## config.mk

```make
export PLATFORM = sky130hd
export DESIGN_NAME = bit_field_copy_realigner
export DESIGN_NICKNAME = d
export VERILOG_FILES = /design/src/sv/bfcr_pkg.sv /design/src/sv/bit_field_copy_realigner.sv
export SDC_FILE = /design/constraint.sdc
export NUM_CORES = 1
export LEC_CHECK = 0
export ABC_AREA = 0
export BUFFER_PORTS_ARGS = -buffer_cell sky130_fd_sc_hd__buf_2
export CAP_MARGIN = 20
export CORE_UTILIZATION = 45
export DETAILED_ROUTE_END_ITERATION = 12
export GPL_ROUTABILITY_DRIVEN = 0
export GPL_TIMING_DRIVEN = 0
export MAX_ROUTING_LAYER = met4
export SLEW_MARGIN = 15
export SYNTH_ARGS = -nofsm -noshare
export SYNTH_HDL_FRONTEND = slang
export SYNTH_SLANG_ARGS = --single-unit
```

## constraint.sdc

```tcl
create_clock -name clk_i -period 15.4 [get_ports clk_i]
set_input_delay 1.54 -clock clk_i [delete_from_list [all_inputs] [get_ports clk_i]]
set_output_delay 1.54 -clock clk_i [all_outputs]
set_load 0.01 [all_outputs]
```

## src/sv/bfcr_pkg.sv

```systemverilog
// Package for the bit field copy realigner.
// Holds the register index codes and the result record types.
// No dependencies.
`timescale 1ns / 1ps
`default_nettype none

package bfcr_pkg;

  localparam int unsigned ByteW = 8;
  localparam int unsigned AccW  = 15;
  localparam logic [ByteW-1:0] ByteAll = 8'hFF;

  typedef enum logic [1:0] {
    REG_SRC_BIT_OFFSET  = 2'd0,
    REG_DEST_BIT_OFFSET = 2'd1,
    REG_BIT_COUNT       = 2'd2,
    REG_NONE            = 2'd3
  } reg_idx_e;

  typedef struct packed {
    logic [ByteW-1:0] dest_byte;
    logic [ByteW-1:0] write_mask;
    logic             last_out;
  } result_t;

  typedef struct packed {
    result_t r0;
    result_t r1;
    logic    two;
  } pair_t;

endpackage

`default_nettype wire

```

## src/sv/bit_field_copy_realigner.sv

```systemverilog
// Top level of the bit field copy realigner.
// Depends on bfcr_pkg for register codes and result record types.
//
// Usage: source bytes enter on the in channel (in_valid_i, in_ready_o,
// src_byte_i), one byte per request, starting with the byte that holds the
// first bit of the field. Destination bytes leave on the out channel
// (out_valid_o, out_ready_i) with a per-bit write mask and a last marker.
// The offsets and the bit count are set over the APB port while idle; a
// transfer starts with the first byte after the previous one ended.
// A result is registered into the queue when its source byte is accepted.
// One source byte is accepted every cycle while in_ready_o is high; each gives at
// most one result except the final byte, which may give two, and the two
// leave on the out channel one after the other. Results wait in a
// two-entry queue of result pairs, so input keeps flowing while one result
// waits; in_ready_o drops only when both entries are occupied.
// A zero bit count makes a source byte give no result.
// Reset clears the registers, the transfer state and the queue.
`timescale 1ns / 1ps
`default_nettype none

module bit_field_copy_realigner #(
  parameter int unsigned COUNT_WIDTH = 24
) (
  input  wire logic        clk_i,
  input  wire logic        rst_ni,
  input  wire logic        psel,
  input  wire logic        penable,
  input  wire logic        pwrite,
  input  wire logic [3:0]  paddr,
  input  wire logic [31:0] pwdata,
  output logic      [31:0] prdata,
  output logic             pready,
  input  wire logic        in_valid_i,
  output logic             in_ready_o,
  input  wire logic [7:0]  src_byte_i,
  output logic             out_valid_o,
  input  wire logic        out_ready_i,
  output logic [7:0]       dest_byte_o,
  output logic [7:0]       write_mask_o,
  output logic             last_out_o
);

  logic [2:0]             src_off_q;
  logic [2:0]             dest_off_q;
  logic [COUNT_WIDTH-1:0] bit_count_q;

  logic [bfcr_pkg::AccW-1:0] acc_q, acc_d;
  logic [3:0]                held_q, held_d;
  logic [COUNT_WIDTH-1:0]    rem_q, rem_d;
  logic                      first_q, first_d;

  bfcr_pkg::pair_t fifo_q [2];
  logic            wr_ptr_q;
  logic            rd_ptr_q;
  logic [1:0]      cnt_q;
  logic            sub_q;

  logic cfg_wr;
  bfcr_pkg::reg_idx_e cfg_idx;

  assign pready  = 1'b1;
  assign cfg_wr  = psel && penable && pwrite && pready;
  assign cfg_idx = bfcr_pkg::reg_idx_e'(paddr[3:2]);

  always_comb begin
    prdata = '0;
    unique case (cfg_idx)
      bfcr_pkg::REG_SRC_BIT_OFFSET:  prdata = 32'(src_off_q);
      bfcr_pkg::REG_DEST_BIT_OFFSET: prdata = 32'(dest_off_q);
      bfcr_pkg::REG_BIT_COUNT:       prdata = 32'(bit_count_q);
      default:                       prdata = '0;
    endcase
  end

  always_ff @(posedge clk_i or negedge rst_ni) begin
    if (!rst_ni) begin
      src_off_q   <= '0;
      dest_off_q  <= '0;
      bit_count_q <= '0;
    end else if (cfg_wr) begin
      unique case (cfg_idx)
        bfcr_pkg::REG_SRC_BIT_OFFSET:  src_off_q   <= pwdata[2:0];
        bfcr_pkg::REG_DEST_BIT_OFFSET: dest_off_q  <= pwdata[2:0];
        bfcr_pkg::REG_BIT_COUNT:       bit_count_q <= pwdata[COUNT_WIDTH-1:0];
        default: ;
      endcase
    end
  end

  // Realignment of one source byte.
  logic                      start;
  logic                      empty_start;
  logic [COUNT_WIDTH-1:0]    rem_eff;
  logic [3:0]                held_eff;
  logic [bfcr_pkg::AccW-1:0] acc_eff;
  logic                      first_eff;
  logic [2:0]                skip;
  logic [3:0]                take_full;
  logic [3:0]                take;
  logic [7:0]                take_mask;
  logic [7:0]                bits;
  logic [bfcr_pkg::AccW-1:0] acc1;
  logic [3:0]                held1;
  logic [COUNT_WIDTH-1:0]    rem1;
  logic                      emit0;
  logic [7:0]                head0;
  logic [bfcr_pkg::AccW-1:0] acc2;
  logic [3:0]                held2;
  logic                      first2;
  logic                      done;
  logic                      tail;
  logic [7:0]                head1;
  logic [7:0]                tail_mask;
  bfcr_pkg::result_t         res_emit;
  bfcr_pkg::result_t         res_tail;
  bfcr_pkg::pair_t           pair_new;
  logic                      push;
  logic                      in_acc;

  assign in_acc = in_valid_i && in_ready_o;

  always_comb begin
    start       = (rem_q == '0);
    empty_start = start && (bit_count_q == '0);
    rem_eff     = start ? bit_count_q : rem_q;
    held_eff    = start ? {1'b0, dest_off_q} : held_q;
    acc_eff     = start ? '0 : acc_q;
    first_eff   = start ? 1'b1 : first_q;
    skip        = start ? src_off_q : 3'd0;

    take_full = 4'd8 - {1'b0, skip};
    take      = (rem_eff < COUNT_WIDTH'(take_full)) ? rem_eff[3:0] : take_full;
    take_mask = 8'((9'd1 << take) - 9'd1);
    bits      = (src_byte_i >> skip) & take_mask;
    acc1      = acc_eff | (bfcr_pkg::AccW'(bits) << held_eff);
    held1     = held_eff + take;
    rem1      = rem_eff - COUNT_WIDTH'(take);

    emit0 = (held1 >= 4'd8);
    head0 = first_eff ? 8'(bfcr_pkg::ByteAll << dest_off_q) : bfcr_pkg::ByteAll;
    if (emit0) begin
      acc2   = acc1 >> 8;
      held2  = held1 - 4'd8;
      first2 = 1'b0;
    end else begin
      acc2   = acc1;
      held2  = held1;
      first2 = first_eff;
    end

    done      = (rem1 == '0);
    tail      = done && (held2 != 4'd0);
    head1     = first2 ? 8'(bfcr_pkg::ByteAll << dest_off_q) : bfcr_pkg::ByteAll;
    tail_mask = head1 & 8'(bfcr_pkg::ByteAll >> (4'd8 - held2));

    res_emit.write_mask = head0;
    res_emit.dest_byte  = acc1[7:0] & head0;
    res_emit.last_out   = done && !tail;
    res_tail.write_mask = tail_mask;
    res_tail.dest_byte  = acc2[7:0] & tail_mask;
    res_tail.last_out   = 1'b1;

    pair_new.r0  = emit0 ? res_emit : res_tail;
    pair_new.r1  = res_tail;
    pair_new.two = emit0 && tail;

    push = in_acc && !empty_start && (emit0 || tail);

    acc_d   = acc_q;
    held_d  = held_q;
    rem_d   = rem_q;
    first_d = first_q;
    if (in_acc && !empty_start) begin
      rem_d = rem1;
      if (done) begin
        acc_d   = '0;
        held_d  = 4'd0;
        first_d = 1'b1;
      end else begin
        acc_d   = acc2;
        held_d  = held2;
        first_d = first2;
      end
    end
  end

  always_ff @(posedge clk_i or negedge rst_ni) begin
    if (!rst_ni) begin
      acc_q   <= '0;
      held_q  <= '0;
      rem_q   <= '0;
      first_q <= 1'b1;
    end else begin
      acc_q   <= acc_d;
      held_q  <= held_d;
      rem_q   <= rem_d;
      first_q <= first_d;
    end
  end

  // Result queue: two entries, each holding the results of one source byte.
  bfcr_pkg::pair_t   cur;
  bfcr_pkg::result_t cur_res;
  logic              pop;
  logic              pop_entry;

  assign cur         = fifo_q[rd_ptr_q];
  assign cur_res     = sub_q ? cur.r1 : cur.r0;
  assign out_valid_o = (cnt_q != 2'd0);
  assign dest_byte_o  = cur_res.dest_byte;
  assign write_mask_o = cur_res.write_mask;
  assign last_out_o   = cur_res.last_out;
  assign in_ready_o  = (cnt_q != 2'd2);
  assign pop         = out_valid_o && out_ready_i;
  assign pop_entry   = pop && (sub_q || !cur.two);

  always_ff @(posedge clk_i) begin
    if (push) begin
      fifo_q[wr_ptr_q] <= pair_new;
    end
  end

  always_ff @(posedge clk_i or negedge rst_ni) begin
    if (!rst_ni) begin
      wr_ptr_q <= 1'b0;
      rd_ptr_q <= 1'b0;
      cnt_q    <= 2'd0;
      sub_q    <= 1'b0;
    end else begin
      if (push) begin
        wr_ptr_q <= !wr_ptr_q;
      end
      if (pop_entry) begin
        rd_ptr_q <= !rd_ptr_q;
        sub_q    <= 1'b0;
      end else if (pop) begin
        sub_q    <= 1'b1;
      end
      cnt_q <= cnt_q + 2'(push) - 2'(pop_entry);
    end
  end

`ifndef SYNTH
  a_cnt_bound: assert property (@(posedge clk_i) disable iff (!rst_ni)
    cnt_q != 2'd3)
    else $error("result queue count out of range");

  a_held_bound: assert property (@(posedge clk_i) disable iff (!rst_ni)
    !held_q[3])
    else $error("more than seven bits held between source bytes");

  a_idle_clean: assert property (@(posedge clk_i) disable iff (!rst_ni)
    (rem_q == '0) |-> (held_q == 4'd0 && acc_q == '0 && first_q))
    else $error("transfer state not cleared while idle");

  a_sub_pair: assert property (@(posedge clk_i) disable iff (!rst_ni)
    sub_q |-> (cnt_q != 2'd0 && cur.two))
    else $error("second result selected from a single-result entry");
`endif

endmodule

`default_nettype wire

```

==> summary by stage <==
Routing
The wire length after detailed routing is 29,940 um. The violation count after the first detailed-routing iteration is 1,002. The sum of routed wire segments on met1 is 12,840 um. Dividing the detail-routed wire length by the instance count gives 21.76 um. The highest metal layer with signal wires is met4.

In the routed layout, each cell is associated on average with a via count of 6.302. The detailed-router iteration count before antenna repair is 6. The remaining antenna violation count after routing is 0.

The routed length on met2 is 14,690 um. In the detailed route, the total length drawn on met3 is 1742 um. The post-detailed-route DRC marker count is 0. The via count of the routed design is 8,672.

Synthesis
By area the synthesized netlist is led by edfxtp_1, dfrtp_1, nand2_1. The count of cell types in the netlist is 86. The leading register cell type out of synthesis is dfrtp_1. The sequential element share of the synthesized area is 0.4216. The number of flip-flops and latches in the synthesized netlist is 147. The number of enable-type register cells in the synthesized netlist is 68. The cell area after synthesis is 0.009535 mm2. For this run, asynchronously set or reset flops after synthesis account for 0.5374. The count of warnings emitted by yosys is 0. Of the post-synthesis cell area, the dominant cell type holds 0.2141. A synthesized cell averages 9.730 um2. The largest total area in the synthesized netlist belongs to edfxtp_1. The synthesized instance count is 980.

Placement
Summing all placed instances gives a cell area of 0.01041 mm2. After legalization and detailed placement, the total HPWL measured 22,470 um. Port buffering added 82 buffers. In this run, placement finished with an instance count of 1,343. At the placement stage, the worst setup path has a slack of 3851 ps.

CTS
The number of buffers between clock root and the deepest sink is 2. The clock tree root buffer cell is clkbuf_16. After clock tree synthesis, the repair step resized 0 gates. For this design, the sink count on the clock tree is 147. The clock latency at the later pin of the worst-skew pair is 440 ps. TritonCTS created 17 clock buffers. The maximum level of the CTS H-tree is 4. The number of buffers added for setup after CTS is 0. For this design, the CTS-stage hold fixing added 0 buffers.

Clock-pin slew was measured on the worst setup and hold paths at 70 ps. TritonCTS built the clock tree.

Layout
The number of filler instances in the final layout is 1,921. For this run, the post-layout net count is 1,165. Of the cells placed in the final design, the portion with a size suffix greater than 1 is 0.1817. The core utilization of the finished layout is 0.5379. For this run, the number of standard cells in the final layout without fillers is 1,376. Once layout is done, the placed cells without fillers occupy 0.01102 mm2. The number of antenna diodes in the final layout is 0. The layout overhead on the synthesized area is 15.61%.

STA
In the finished design, the share of the clock period the worst path needs comes to 0.7695. The count of final setup violators is 0. The post-route minimum period is 11,850 ps. The number of slew-limit violations in the final report is 0. The worst hold slack after final layout is 490.4 ps. The final count of hold timing violations came to 0. In this run the tightest slew margin relative to its limit is 0.2834. At the pin with the least slew margin, the transition time is 1065 ps. On the final layout, the worst clock skew is 12.32 ps. Once routing completed, OpenROAD measured the worst setup slack at 3550 ps.

The summed negative setup slack over all endpoints is 0 ps. Setup repair after global routing left no endpoint under its margin. Based on the critical path, the design can be clocked at up to 0.08439 GHz.

Global route
The number of antenna violations at the first check in global routing is 0. The number of global-route vias before repair was 8,313. The global-route usage over all layers is 0.2930. Global routing finished with a remaining overflow of 0. The first global-routing pass estimated 47,330 um of wire. Entering global routing, the biggest net connects 59 pins.

Floorplan
During I/O placement, the number of pins put on the boundary was 103. The effective utilization at floorplan is 0.4653. The floorplan step defined a die boundary enclosing 0.02178 mm2. The die boundary height is 147.6 um. The floorplan has 52 rows. The horizontal extent of the die is 147.6 um.

The area of the core region is 0.02049 mm2.

Worst setup path
The data arrival time at the worst-slack endpoint is 11,990 ps. The gate family responsible for the most delay along the worst path is simple AND/OR/NAND/NOR gates. The delay of the slowest cell on the worst path is 930 ps. The required time at the endpoint of the critical path is 15,540 ps. The most numerous cell on the critical path is ha_1.

By startpoint and endpoint, the worst setup path is classified as reg -> reg. The worst setup path is launched from a register. The worst setup slack for register-to-register paths is 3550 ps.

STA classifies the critical path endpoint as a register. On the critical path, the stage with the largest delay is an instance of nor4_1. In this run the worst path has a maximum fanout of 19.

Together, buffers and inverters on the worst path number 6.

Status
The run finished with clean final reports.

Pwr
Summed over all cells, the static leakage comes to 4.326 nW. The total power draw is 1.745 mW. The largest vdd supply drop is 0.00008930 V.

For this design the ratio of total power to cell area is 158.3 mW/mm2.

Job
Across the run, the number of max-cap violations was 0.

Hold path
The class of the tightest hold or removal check is reg -> reg.
-- where the power goes --
group	internal (mW)	leakage [nW]	switching [mW]
clock	0.220	0.292	0.203
combinational	0.271	2.41	0.437
sequential	0.529	1.63	0.0842
-- cell usage after synthesis, drive strengths merged, types with 10 or more instances --
cell,n
and2,27
nor4,24
inv,27
buf,18
and3,10
mux2i,14
ha,19
nor2,66
o211ai,11
nand3,25
nor2b,11
o21ai,57
xnor2,13
clkbuf,44
a211oi,13
or4,10
nand2,104
a21oi,53
nor3,32
a31oi,21
edfxtp,68
mux4,16
o31ai,21
dfrtp,78
mux2,28
a21boi,13
-- metal layers --
layer / vias up / track usage
met2: 377 / 0.4769
met3: 51 / 0.04506
met5: - / -
met4: 0 / 0.1021
met1: 4256 / 0.3718
li1: 3988 / -
-- worst paths after layout --
path	from	end	cells after the start
worst max-delay path	rem_q[14]$_DFFE_PN0P_	fifo_q[0][27]$_DFFE_PP_	30
worst min-delay path	acc_q[14]$_DFFE_PN0P_	acc_q[14]$_DFFE_PN0P_	1
worst max register to register	rem_q[14]$_DFFE_PN0P_	fifo_q[0][27]$_DFFE_PP_	30
worst min register to register	acc_q[14]$_DFFE_PN0P_	acc_q[14]$_DFFE_PN0P_	1
max in group asynchronous	rst_ni	bit_count_q[18]$_DFFE_PN0P_	2
min in group asynchronous	rst_ni	rd_ptr_q$_DFFE_PN0P_	1
-- layout by cell type (no fill, tap or decap), drive strengths merged, types with 7 or more instances in the layout --
master  instances
nand2         104
buf           103
dfrtp          78
edfxtp         68
nor2           66
clkbuf         62
o21ai          57
a21oi          53
inv            35
nor3           32
mux2           28
and2           27
nand3          25
nor4           24
a31oi          21
o31ai          21
ha             19
mux4           16
mux2i          14
xnor2          13
a211oi         13
a21boi         13
o211ai         11
nor2b          11
or4            10
and3           10
conb            9
or3             9
nand4           7
nand2b          7
o21a            7
a22oi           7
a32oi           7
-- flip-flops by register name (all words and copies together) (netlist names), 2 cells and up --
| register | cells |
|---|---|
| rem_q | 24 |
| held_q | 4 |
| cnt_q | 2 |
| fifo_q | 68 |
| bit_count_q | 24 |
| dest_off_q | 3 |
| acc_q | 15 |
| src_off_q | 3 |
-- final cells by class --
class	instances	area, um2	area share
Clock buffer	17	425.4	0.03859
Multi-Input combinational cell	751	5171	0.4691
Timing Repair Buffer	87	504.2	0.04574
Inverter	27	101.3	0.009193
Sequential cell	147	4020	0.3647
Clock inverter	15	180.2	0.01634
Tap cell	270	337.8	0.03064
Buffer	62	284.0	0.02576
-- cell families after synthesis --
logic type | synth area share
buffers and inverters | 0.04041
AND/OR/NAND/NOR | 0.1903
XOR/XNOR | 0.01561
other | 0.0007876
adder cells (fa/ha/maj) | 0.02913
multiplexers | 0.08555
AO/OA/AOI/OAI | 0.2166
flip-flops | 0.4216
Note: power is estimated with default switching activity, not from simulation.
